==> src/hw/rtl/iecs_pkg.sv <==
// Shared types and constants for the ICMP echo reply checksum block.
// No dependencies; the top level, the byte parser and the checksum finisher import this package.
`default_nettype none

package iecs_pkg;

  localparam int POSITION_BITS = 16;
  localparam int LEN_W         = 16;
  localparam int END_W         = LEN_W + 1;
  localparam int SUM_W         = 32;

  localparam logic [POSITION_BITS-1:0] POSITION_MAX = '1;
  localparam logic [POSITION_BITS-1:0] ICMP_OFFSET  = POSITION_BITS'(34);
  localparam logic [POSITION_BITS-1:0] ETH_TYPE_HI  = POSITION_BITS'(12);
  localparam logic [POSITION_BITS-1:0] ETH_TYPE_LO  = POSITION_BITS'(13);
  localparam logic [POSITION_BITS-1:0] IP_VER_IHL   = POSITION_BITS'(14);
  localparam logic [POSITION_BITS-1:0] IP_LEN_HI    = POSITION_BITS'(16);
  localparam logic [POSITION_BITS-1:0] IP_LEN_LO    = POSITION_BITS'(17);
  localparam logic [POSITION_BITS-1:0] ICMP_CSUM_HI = ICMP_OFFSET + POSITION_BITS'(2);
  localparam logic [POSITION_BITS-1:0] ICMP_CSUM_LO = ICMP_OFFSET + POSITION_BITS'(3);

  localparam logic [15:0] ETHERTYPE_IPV4    = 16'h0800;
  localparam logic [7:0]  TYPE_ECHO_REQUEST = 8'd8;
  localparam logic [7:0]  TYPE_ECHO_REPLY   = 8'd0;
  localparam logic [15:0] CSUM_MASK         = 16'hffff;

  // Per-frame state handed from the byte parser to the checksum finisher.
  typedef struct packed {
    logic                     match;
    logic [SUM_W-1:0]         sum;
    logic [7:0]               hold;
    logic                     pending;
    logic [POSITION_BITS-1:0] pos;
    logic [LEN_W-1:0]         total_length;
    logic [3:0]               header_words;
  } summary_t;

endpackage

`default_nettype wire

==> src/hw/rtl/iecs_byte_if.sv <==
// Valid/ready channel interfaces for frame bytes in and checksum results out.
// Depends on nothing beyond the fixed field widths.
`default_nettype none

interface iecs_byte_if;
  logic       valid;
  logic       ready;
  logic [7:0] data_byte;
  logic       last_byte;

  modport source(output valid, data_byte, last_byte, input ready);
  modport sink(input valid, data_byte, last_byte, output ready);
endinterface

interface iecs_result_if;
  logic        valid;
  logic        ready;
  logic        is_echo_request;
  logic [15:0] reply_checksum;
  logic        truncated;

  modport source(output valid, is_echo_request, reply_checksum, truncated, input ready);
  modport sink(input valid, is_echo_request, reply_checksum, truncated, output ready);
endinterface

`default_nettype wire

==> src/hw/rtl/icmp_echo_reply_checksum.sv <==
// A frame's result passes through the input register, the pad stage and the output register.
// Throughput: one byte per cycle, except while a last byte waits; the running sum takes one add per byte pair.
// A result waiting at the output does not stall bytes; a last byte waits only while
// both the pad stage and the output register hold results the sink has not taken.
// Reset (rst, synchronous, active high) drops all queued requests and clears frame state.
// Top level; depends on iecs_pkg, iecs_byte_if.sv, iecs_parse and iecs_fold.
`default_nettype none

module icmp_echo_reply_checksum (
  input  wire logic     clk,
  input  wire logic     rst,
  iecs_byte_if.sink     frame,
  iecs_result_if.source result
);
  import iecs_pkg::*;

  // Frame summary captured on the last byte of each request stream.
  summary_t summary;
  logic     summary_valid;
  logic     summary_ready;

  // Stage 1: input register, header fields, word sum over the ICMP bytes.
  iecs_parse u_parse (
    .clk           (clk),
    .rst           (rst),
    .frame         (frame),
    .summary       (summary),
    .summary_valid (summary_valid),
    .summary_ready (summary_ready)
  );

  // Stages 2 and 3: odd-byte pad and length check, then fold into the result register.
  iecs_fold u_fold (
    .clk           (clk),
    .rst           (rst),
    .summary       (summary),
    .summary_valid (summary_valid),
    .summary_ready (summary_ready),
    .result        (result)
  );

endmodule

`default_nettype wire

==> src/hw/rtl/iecs_parse.sv <==
// Byte parser: input register, header capture and running ICMP word sum.
// Depends on iecs_pkg and iecs_byte_if.
`default_nettype none

module iecs_parse (
  input  wire logic       clk,
  input  wire logic       rst,
  iecs_byte_if.sink       frame,
  output iecs_pkg::summary_t summary,
  output logic            summary_valid,
  input  wire logic       summary_ready
);
  import iecs_pkg::*;

  logic                     in_v;
  logic [7:0]               in_byte;
  logic                     in_last;
  logic                     take;
  logic                     step;

  logic [POSITION_BITS-1:0] pos,        pos_next;
  logic [15:0]              ether_type, ether_type_next;
  logic [3:0]               hdr_words,  hdr_words_next;
  logic [LEN_W-1:0]         tot_len,    tot_len_next;
  logic [7:0]               msg_type,   msg_type_next;
  logic [SUM_W-1:0]         run_sum,    run_sum_next;
  logic [7:0]               hold,       hold_next;
  logic                     pending,    pending_next;

  // Derived from the captured header and registered; only read at ICMP bytes.
  logic                     under;
  logic [END_W-1:0]         icmp_end;
  logic [LEN_W-1:0]         hdr_bytes;
  logic                     under_next;
  logic [END_W-1:0]         icmp_end_next;
  logic                     in_icmp;
  logic [7:0]               word_byte;

  assign take          = !in_last || summary_ready;
  assign step          = in_v && take;
  assign frame.ready   = !in_v || take;
  assign summary_valid = in_v && in_last;

  assign hdr_bytes     = {{(LEN_W-6){1'b0}}, hdr_words, 2'b00};
  assign under_next    = tot_len < hdr_bytes;
  assign icmp_end_next = END_W'(ICMP_OFFSET) + (under_next ? END_W'(0)
                                               : END_W'(tot_len - hdr_bytes));

  assign in_icmp = (pos >= ICMP_OFFSET) && !under && (END_W'(pos) < icmp_end);

  always_comb begin
    pos_next        = pos;
    ether_type_next = ether_type;
    hdr_words_next  = hdr_words;
    tot_len_next    = tot_len;
    msg_type_next   = msg_type;
    run_sum_next    = run_sum;
    hold_next       = hold;
    pending_next    = pending;
    word_byte       = in_byte;
    if (step && pos != POSITION_MAX) begin
      if (pos == ETH_TYPE_HI) ether_type_next[15:8] = in_byte;
      else if (pos == ETH_TYPE_LO) ether_type_next[7:0] = in_byte;
      else if (pos == IP_VER_IHL) hdr_words_next = in_byte[3:0];
      else if (pos == IP_LEN_HI) tot_len_next[15:8] = in_byte;
      else if (pos == IP_LEN_LO) tot_len_next[7:0] = in_byte;

      if (pos == ICMP_OFFSET) msg_type_next = in_byte;

      // Type goes out as echo reply; the checksum field sums as zero.
      if (pos == ICMP_OFFSET) word_byte = TYPE_ECHO_REPLY;
      else if (pos == ICMP_CSUM_HI || pos == ICMP_CSUM_LO) word_byte = 8'h00;

      if (in_icmp) begin
        if (pos[0] == ICMP_OFFSET[0]) begin
          hold_next    = word_byte;
          pending_next = 1'b1;
        end else begin
          run_sum_next = run_sum + {{(SUM_W-16){1'b0}}, hold, word_byte};
          pending_next = 1'b0;
        end
      end
      pos_next = pos + POSITION_BITS'(1);
    end
  end

  always_comb begin
    summary.match        = (ether_type_next == ETHERTYPE_IPV4) &&
                           (msg_type_next == TYPE_ECHO_REQUEST);
    summary.sum          = run_sum_next;
    summary.hold         = hold_next;
    summary.pending      = pending_next;
    summary.pos          = pos_next;
    summary.total_length = tot_len_next;
    summary.header_words = hdr_words_next;
  end

  always_ff @(posedge clk) begin
    if (rst) begin
      in_v       <= 1'b0;
      in_byte    <= '0;
      in_last    <= 1'b0;
      pos        <= '0;
      ether_type <= '0;
      hdr_words  <= '0;
      tot_len    <= '0;
      msg_type   <= '0;
      run_sum    <= '0;
      hold       <= '0;
      pending    <= 1'b0;
      under      <= 1'b0;
      icmp_end   <= '0;
    end else begin
      if (frame.ready) begin
        in_v    <= frame.valid;
        in_byte <= frame.data_byte;
        in_last <= frame.last_byte;
      end
      under    <= under_next;
      icmp_end <= icmp_end_next;
      if (step && in_last) begin
        pos        <= '0;
        ether_type <= '0;
        hdr_words  <= '0;
        tot_len    <= '0;
        msg_type   <= '0;
        run_sum    <= '0;
        hold       <= '0;
        pending    <= 1'b0;
      end else begin
        pos        <= pos_next;
        ether_type <= ether_type_next;
        hdr_words  <= hdr_words_next;
        tot_len    <= tot_len_next;
        msg_type   <= msg_type_next;
        run_sum    <= run_sum_next;
        hold       <= hold_next;
        pending    <= pending_next;
      end
    end
  end

`ifndef SYNTHESIS
  // Frame state is cleared after the final byte goes through.
  a_clear_after_last: assert property (@(posedge clk) disable iff (rst)
    step && in_last |=> pos == '0 && run_sum == '0 && !pending)
    else $error("frame state not cleared after last byte");

  // A half word can only be pending once the ICMP bytes have begun.
  a_pending_in_icmp: assert property (@(posedge clk) disable iff (rst)
    pending |-> pos > ICMP_OFFSET)
    else $error("half word pending before ICMP offset");
`endif

endmodule

`default_nettype wire

==> src/hw/rtl/iecs_fold.sv <==
// Checksum finisher: pad add and length check, then fold, invert and output register.
// Depends on iecs_pkg and iecs_result_if.
`default_nettype none

module iecs_fold (
  input  wire logic          clk,
  input  wire logic          rst,
  input  wire iecs_pkg::summary_t summary,
  input  wire logic          summary_valid,
  output logic               summary_ready,
  iecs_result_if.source      result
);
  import iecs_pkg::*;

  logic                     p_v;
  logic [SUM_W-1:0]         p_sum;
  logic                     p_match;
  logic                     p_trunc;
  logic                     p_go;

  logic                     o_v;
  logic                     o_match;
  logic [15:0]              o_csum;
  logic                     o_trunc;

  logic [SUM_W-1:0]         pad;
  logic [LEN_W-1:0]         hdr_bytes;
  logic                     under;
  logic [LEN_W-1:0]         icmp_bytes;
  logic [POSITION_BITS-1:0] got;
  logic                     trunc;
  logic [16:0]              fold1;
  logic [16:0]              fold2;
  logic [15:0]              csum;

  assign p_go          = !o_v || result.ready;
  assign summary_ready = !p_v || p_go;

  // Odd ICMP length: last byte still held, added as a high byte.
  assign pad        = summary.pending ? {{(SUM_W-16){1'b0}}, summary.hold, 8'h00} : '0;
  assign hdr_bytes  = {{(LEN_W-6){1'b0}}, summary.header_words, 2'b00};
  assign under      = summary.total_length < hdr_bytes;
  assign icmp_bytes = under ? '0 : summary.total_length - hdr_bytes;
  assign got        = (summary.pos > ICMP_OFFSET) ? summary.pos - ICMP_OFFSET : '0;
  assign trunc      = under || (LEN_W'(got) < icmp_bytes);

  // End-around carry, twice, then ones-complement.
  assign fold1 = {1'b0, p_sum[15:0]} + {1'b0, p_sum[31:16]};
  assign fold2 = {1'b0, fold1[15:0]} + {16'h0000, fold1[16]};
  assign csum  = ~fold2[15:0] & CSUM_MASK;

  always_ff @(posedge clk) begin
    if (rst) begin
      p_v <= 1'b0;
      o_v <= 1'b0;
    end else begin
      if (summary_ready) begin
        p_v <= summary_valid;
      end
      if (p_go) begin
        o_v <= p_v;
      end
    end
  end

  always_ff @(posedge clk) begin
    if (summary_ready && summary_valid) begin
      p_sum   <= summary.sum + pad;
      p_match <= summary.match;
      p_trunc <= trunc;
    end
    if (p_go && p_v) begin
      o_match <= p_match;
      o_csum  <= p_match ? csum : 16'h0000;
      o_trunc <= p_trunc;
    end
  end

  assign result.valid           = o_v;
  assign result.is_echo_request = o_match;
  assign result.reply_checksum  = o_csum;
  assign result.truncated       = o_trunc;

`ifndef SYNTHESIS
  // A result only appears after a finished frame sat in the pad stage.
  a_result_from_stage: assert property (@(posedge clk) disable iff (rst)
    $rose(o_v) |-> $past(p_v))
    else $error("result valid without a frame in the pad stage");

  // Non-matching frames always report a zero checksum.
  a_zero_when_unmatched: assert property (@(posedge clk) disable iff (rst)
    o_v && !o_match |-> o_csum == 16'h0000)
    else $error("checksum nonzero on unmatched frame");
`endif

endmodule

`default_nettype wire
==> src/flat_wrapper.sv <==
// flat-port wrapper written by rule: the top's interface ports become plain ports
module icmp_echo_reply_checksum_flat import iecs_pkg::*;
  (clk, rst, frame_valid, frame_data_byte, frame_last_byte, frame_ready, result_valid, result_is_echo_request, result_reply_checksum, result_truncated, result_ready);
  iecs_byte_if frame_i ();
  iecs_result_if result_i ();
  input  wire logic clk;
  input  wire logic rst;
  input wire logic [$bits(frame_i.valid)-1:0] frame_valid;
  input wire logic [$bits(frame_i.data_byte)-1:0] frame_data_byte;
  input wire logic [$bits(frame_i.last_byte)-1:0] frame_last_byte;
  output wire logic [$bits(frame_i.ready)-1:0] frame_ready;
  output wire logic [$bits(result_i.valid)-1:0] result_valid;
  output wire logic [$bits(result_i.is_echo_request)-1:0] result_is_echo_request;
  output wire logic [$bits(result_i.reply_checksum)-1:0] result_reply_checksum;
  output wire logic [$bits(result_i.truncated)-1:0] result_truncated;
  input wire logic [$bits(result_i.ready)-1:0] result_ready;
  assign frame_i.valid = frame_valid;
  assign frame_i.data_byte = frame_data_byte;
  assign frame_i.last_byte = frame_last_byte;
  assign frame_ready = frame_i.ready;
  assign result_valid = result_i.valid;
  assign result_is_echo_request = result_i.is_echo_request;
  assign result_reply_checksum = result_i.reply_checksum;
  assign result_truncated = result_i.truncated;
  assign result_i.ready = result_ready;
  icmp_echo_reply_checksum u_core (.clk(clk), .rst(rst), .frame(frame_i), .result(result_i));
endmodule
==> config.mk <==
export PLATFORM = sky130hd
export DESIGN_NAME = icmp_echo_reply_checksum_flat
export DESIGN_NICKNAME = d
export VERILOG_FILES = /design/src/hw/rtl/iecs_pkg.sv /design/src/hw/rtl/iecs_byte_if.sv /design/src/hw/rtl/icmp_echo_reply_checksum.sv /design/src/hw/rtl/iecs_parse.sv /design/src/hw/rtl/iecs_fold.sv /design/src/flat_wrapper.sv
export SDC_FILE = /design/constraint.sdc
export NUM_CORES = 1
export LEC_CHECK = 0
export BUFFER_PORTS_ARGS = -buffer_cell sky130_fd_sc_hd__buf_2
export CAP_MARGIN = 20
export CORE_MARGIN = 8
export CORE_UTILIZATION = 40
export CTS_CLUSTER_SIZE = 20
export DETAILED_ROUTE_END_ITERATION = 6
export GPL_TIMING_DRIVEN = 1
export SETUP_SLACK_MARGIN = 0.15
export SLEW_MARGIN = 20
export SYNTH_ARGS = -nofsm -noshare
export SYNTH_HDL_FRONTEND = slang
export SYNTH_SLANG_ARGS = --single-unit
==> constraint.sdc <==
create_clock -name clk -period 16.84 [get_ports clk]
set_input_delay 3.368 -clock clk [delete_from_list [all_inputs] [get_ports clk]]
set_output_delay 3.368 -clock clk [all_outputs]
set_load 0.05 [all_outputs]
==> results of run 1 <==
critical path: stages:
cell and delay (ps):
buf_2 100, nor2b_1 340, nand2_1 130, nor2_1 130, buf_4 220, clkinv_1 230
buf_2 290
cells in the mapped netlist (3+ instances only):
cell type,count
a31oi_1,8
buf_2,7
or4_1,5
nor3b_1,5
xor2_1,58
buf_4,5
xnor2_1,67
a2111oi_0,5
nand3b_1,6
nand2b_1,15
nor4b_1,4
nor3_1,49
o211ai_1,9
and3_1,17
or3_1,12
or2_2,5
o31ai_1,4
o21bai_1,6
mux2_2,18
dfxtp_1,131
nor2b_1,43
nand2_1,97
clkbuf_1,49
o21ai_0,49
inv_1,47
nor4_1,11
nand4_1,19
buf_1,3
nand4b_1,4
a21oi_1,80
and3b_1,5
a211oi_1,10
o22ai_1,5
o21a_1,16
edfxtp_1,52
nand3_1,47
ha_1,86
a21o_1,20
mux2i_1,48
nor2_1,183
and2_1,21
fa_1,5
registers in the layout (all words and copies together), names as in the netlist, 4 cells and up:
register	cells
u_core.u_fold.p_sum	32
u_core.u_fold.result.reply_checksum	16
u_core.u_parse.ether_type	16
u_core.u_parse.hdr_words	4
u_core.u_parse.hold	8
u_core.u_parse.icmp_end	17
u_core.u_parse.in_byte	8
u_core.u_parse.msg_type	8
u_core.u_parse.pos	16
u_core.u_parse.run_sum	32
u_core.u_parse.tot_len	16
power by group through the flow:
stage / Combinational (mW) / Sequential [mW] / Clock (mW)
floorplan: 0.0411 / 0.470 / 0
finish: 0.0524 / 0.464 / 0.390
global route: 0.0588 / 0.464 / 0.417
global placement: 0.0516 / 0.474 / 0
detailed placement: 0.0523 / 0.474 / 0
CTS: 0.0527 / 0.464 / 0.399
cell families (layout without fill, tap and decap cells):
logic type,count (synthesis),after routing,share of synthesized area
AO/OA/AOI/OAI,240,240,0.1300
XOR/XNOR,125,125,0.09178
adder cells (fa/ha/maj),92,92,0.09943
buffers and inverters,113,121,0.03797
flip-flops,183,183,0.3507
multiplexers,66,66,0.05727
AND/OR/NAND/NOR,557,557,0.2329
path summary, 6_finish.rpt:
kind,endpoint,slack [ps],cells past startpoint
setup / recovery,frame_ready,8650,7
hold / removal,u_core.u_parse.ether_type[13],460,2
setup reg to reg,u_core.u_fold.p_sum[30],10310,23
hold reg to reg,u_core.u_parse.ether_type[13],460,2
stage by stage:
step	cell area, µm²	power, mW	cells	util
after CTS	12960	0.9158	1774	0.4395
final	12960	0.9067	1774	0.4395
after global placement	12390	0.5257	1742	0.4204
after global routing	12960	0.9405	1774	0.4395
after detailed placement	12390	0.5265	1742	0.4204
after floorplan	11930	0.5110	1376	-
layout make-up:
cell class                 count  area [µm²]  share of cell area
timing repair buffer          41       227.7             0.01757
clock buffer                  19       454.2             0.03505
inverter                      48       180.2             0.01391
multi-input combinational   1080        7315              0.5645
clock inverter                13       108.9            0.008401
sequential                   183        4184              0.3229
tap                          390       488.0             0.03766
per-layer routing:
metal / part of all wire / vias to the layer above
met4: 0.011 / 0
met3: 0.041 / 19
met1: 0.51 / 4469
li1: - / 4850
met5: 0 / -
met2: 0.43 / 186
==> results.py, run 1 <==
metrics = {
    "power_and_ir_drop": {
        "peakVddDrop_uv": 64.15,
        "power.internal_mw": 0.6780,
        "p_seq_frac": 0.512,
        "p_comb_frac": 0.058,
        "powerDensity_nw_per_um2": 69.98,
        "power.switching_mw": 0.2287,
        "p_sw_frac": 0.2523,
        "p_leak_nw": 4.944,
        "clkPwrFrac": 0.431,
    },
    "logic_synthesis": {
        "netlist_instances": 1376,
        "yosysTopAreaCell": "dfxtp_1",
        "synth_edf_count": 52,
        "yosys_warnings": 0,
        "syn-cell-area_um2": 11930,
        "yosysSeqAreaShare": 0.3507,
        "synth_flop_cell": "dfxtp_1",
        "yosysUniqueCellTypes": 73,
        "synth_area_leaders": "dfxtp_1 22%, edfxtp_1 13%, ha_1 9.0%, nor2_1 5.8%, xnor2_1 4.9%",
        "synth_seq_cells": 183,
        "netlist.area_leader.share": 0.2198,
        "synth_fp_nets": 1480,
        "avgSynthCellArea_um2": 8.669,
        "synth-async-reset-ratio": 0,
    },
    "global_routing": {
        "grt.busiest_layer": "met2",
        "grt_max_degree": 76,
        "met3_usage": 0.02532,
        "grt_pass1_wl_mm": 46.64,
        "overflow": 0,
        "grt_usage": 0.1601,
        "use_met1": 0.2290,
        "antenna_found_initial": 0,
        "grt_pass1_vias": 8895,
        "use_met2": 0.2481,
    },
    "cts": {
        "cts_resized": 0,
        "ctsHtreeMaxLevel": 4,
        "cts_setup_buffers": 0,
        "cts_root_buffer": "clkbuf_16",
        "ctsHoldBuffers": 0,
        "clk_path_buf_depth": 2,
        "clock-sinks": 183,
        "numCtsBuffers": 17,
        "tritoncts": "done",
        "clk_latency_ps": 440,
        "path_clk_slew_ps": 70,
    },
    "setup_path": {
        "worstPathArrival_ps": 4820,
        "cp-start-kind": "primary input",
        "crit_path_start": "result_ready",
        "rr_startpoint": "u_core.u_parse.pos[12]",
        "crit_required_ps": 13470,
        "end_kind": "primary output",
        "critPathKind": "primary input to primary output",
        "path_max_fanout": 11,
    },
    "floorplan": {
        "row_count": 63,
        "fp.dieW_um": 188.7,
        "io_pins": 33,
        "coreArea_um2": 29480,
        "die_area_um2": 35600,
        "start_util": 0.4046,
        "die_h_um": 188.7,
    },
    "routing": {
        "wl_mm": 28.38,
        "routed-via-count": 9524,
        "ant_nets": 0,
        "initialDrtViolationCount": 677,
        "first_pass_iters": 5,
        "routedWlPerCell_um": 15.99,
        "vias_per_cell": 5.369,
        "remaining_drc_errors": 0,
    },
    "timing": {
        "fin_crit_sh": 0.4861,
        "setup_violations": 0,
        "hold_viol": 0,
        "tightest_slew_ps": 963.0,
        "rsz0062_at_grt": "false",
        "hold_slack_ps": 455.6,
        "post-route-min-period_ps": 8186,
        "max_freq_mhz": 122.2,
        "setup_tns_ps": 0,
        "drv_slew": 0,
        "setup_ws_ps": 8654,
        "fin_skew_ps": 15.75,
        "relSlewSlack": 0.3551,
    },
    "cells_and_area": {
        "fin_nets": 1475,
        "area_growth_pct": 8.622,
        "layout-drive-gt1-share": 0.08092,
        "mostFrequentLayoutCells": "183 x nor2_1, 131 x dfxtp_1, 97 x nand2_1",
        "fillers": 2876,
        "final_common_cell": "nor2_1",
        "num_antenna_cells": 0,
    },
    "placed_design": {
        "pre_cts_ws_ps": 8293,
        "hpwl_mm": 21.60,
        "gp_congestion": 0.8759,
        "io_buffer_count": 32,
    },
    "hold_path": {
        "hp-class": "flip-flop to flip-flop",
        "worstHoldStart": "u_core.u_parse.ether_type[13]",
    },
    "flow_run": {
        "maxCapViolCount": 0,
    },
    "outcome": {
        "status": "finished clean",
    },
}
Note: power is estimated with default switching activity, not from simulation.
==> run 2, diff against run 1 <==
clock period = 7.61 ns   (was 16.84 ns; I/O delays follow)
==> run 2 against run 1 <==
  * The run now ends with DRC left
  * Sequential power up 120%
  * Cell count up 0.23%
  * Highest routed layer unchanged
  * Final area up 0.84%
  * Global-route usage up 0.22 points
  * Largest power group unchanged
  * Utilization up 0.37 points
  * Non-clock buffer count up 4
==> results.py, run 2 (synthesized netlist as in run 1, its figures left out) <==
metrics = {
    "cts": {
        "numCtsBuffers": 17,
        "tritoncts": "done",
        "cts_root_buffer": "clkbuf_16",
        "ctsHtreeMaxLevel": 4,
        "clock-sinks": 183,
        "clk_latency_ps": 430,
        "cts_resized": 0,
        "cts_setup_buffers": 0,
        "path_clk_slew_ps": 70,
        "clk_path_buf_depth": 2,
        "ctsHoldBuffers": 0,
    },
    "timing": {
        "rsz0062_at_grt": "false",
        "setup_ws_ps": 1305,
        "post-route-min-period_ps": 6305,
        "relSlewSlack": 0.3249,
        "max_freq_mhz": 158.6,
        "tightest_slew_ps": 1008,
        "hold_viol": 0,
        "setup_violations": 0,
        "fin_skew_ps": 14.09,
        "hold_slack_ps": 458.1,
        "drv_slew": 0,
        "fin_crit_sh": 0.8285,
        "setup_tns_ps": 0,
    },
    "floorplan": {
        "fp.dieW_um": 188.7,
        "io_pins": 33,
        "die_area_um2": 35600,
        "start_util": 0.4046,
        "die_h_um": 188.7,
        "coreArea_um2": 29480,
        "row_count": 63,
    },
    "global_routing": {
        "grt_pass1_vias": 8876,
        "grt_usage": 0.1624,
        "grt_pass1_wl_mm": 47.08,
        "antenna_found_initial": 0,
        "grt_max_degree": 102,
        "overflow": 0,
    },
    "setup_path": {
        "worstPathArrival_ps": 6610,
        "path_max_fanout": 9,
        "crit_required_ps": 7910,
        "cp-start-kind": "primary input",
        "critPathKind": "primary input to flip-flop",
        "end_kind": "flip-flop",
    },
    "cells_and_area": {
        "fin_nets": 1479,
        "fin_area_um2": 13070,
        "layout-drive-gt1-share": 0.08429,
        "num_antenna_cells": 0,
        "reg_top3": "u_core.u_fold.p_sum x32, u_core.u_parse.run_sum x32, u_core.u_parse.icmp_end x17",
        "final_cells": 1778,
        "final_common_cell": "nor2_1",
        "mostFrequentLayoutCells": "183 x nor2_1, 131 x dfxtp_1, 97 x nand2_1",
        "area_growth_pct": 9.534,
        "fin_util": 0.4432,
    },
    "power_and_ir_drop": {
        "p_leak_nw": 5.005,
        "powerDensity_nw_per_um2": 159.1,
        "power_mw": 2.079,
        "peakVddDrop_uv": 136.4,
    },
    "routing": {
        "ant_nets": 0,
        "wl_mm": 29.07,
        "initialDrtViolationCount": 699,
        "vias_per_cell": 5.363,
        "routedWlPerCell_um": 16.35,
        "remaining_drc_errors": 45,
        "first_pass_iters": 7,
        "routed-via-count": 9536,
    },
    "outcome": {
        "violations": "DRC",
        "status": "complete, but fails checks",
    },
    "placed_design": {
        "dpl_cell_area_um2": 12420,
        "gp_congestion": 0.8621,
        "dp_cells": 1745,
        "pre_cts_ws_ps": 944.9,
        "io_buffer_count": 32,
        "hpwl_mm": 21.79,
    },
    "flow_run": {
        "maxCapViolCount": 0,
    },
    "hold_path": {
        "hp-class": "flip-flop to flip-flop",
    },
}
run 2: cell types whose count changed in the layout (fill, tap and decap cells not counted), sizes merged:
cell and delta:
buf +4, bufinv +1, clkinvlp -2, clkinv +1
run 2: worst paths after layout:
kind | from | endpoint | slack, ps | depth (start not counted)
max | result_ready | u_core.u_fold.p_trunc | 1310 | 27
min | u_core.u_parse.ether_type[13] | u_core.u_parse.ether_type[13] | 460 | 2
min reg2reg | u_core.u_parse.ether_type[13] | u_core.u_parse.ether_type[13] | 460 | 2
max reg2reg | u_core.u_parse.pos[0] | u_core.u_fold.p_sum[30] | 1330 | 25
run 2: cell type report:
type | instances | area [µm²]
Fill cell | 2892 | 16410
Multi-Input combinational cell | 1080 | 7315
Sequential cell | 183 | 4184
Tap cell | 390 | 488.0
Clock buffer | 19 | 475.5
Timing Repair Buffer | 45 | 277.8
Inverter | 48 | 180.2
Clock inverter | 13 | 146.4
run 2: layer usage:
layer	part of all wire	GRT usage	vias up
li1	-	-	4857
met1	0.51	0.2332	4469
met2	0.43	0.2507	182
met3	0.041	0.02163	28
met4	0.015	0.04480	0
met5	0	0	-
run 2: report_power, final:
group          switching, mW  internal [mW]
clock                  0.426          0.507
combinational         0.0782         0.0454
sequential            0.0134           1.01
run 2: worst max-delay path: stages:
cell	delay, ps
buf_2	90
nand4b_1	200
nand2_1	110
nor2_1	350
and4b_1	480
nand3_1	310
mux2i_1	330
ha_1	280
nor2b_1	130
o21ai_0	130
nand2b_1	100
a21o_1	210
or2_2	330
or3_1	310
nand3_1	80
o211ai_1	140
ha_1	340
a21o_1	160
a21oi_1	140
nor2b_1	50
o21ai_0	130
nand2b_1	70
a21oi_1	140
nor2b_1	60
o21ai_0	160
o2111ai_1	140
nand2_1	110
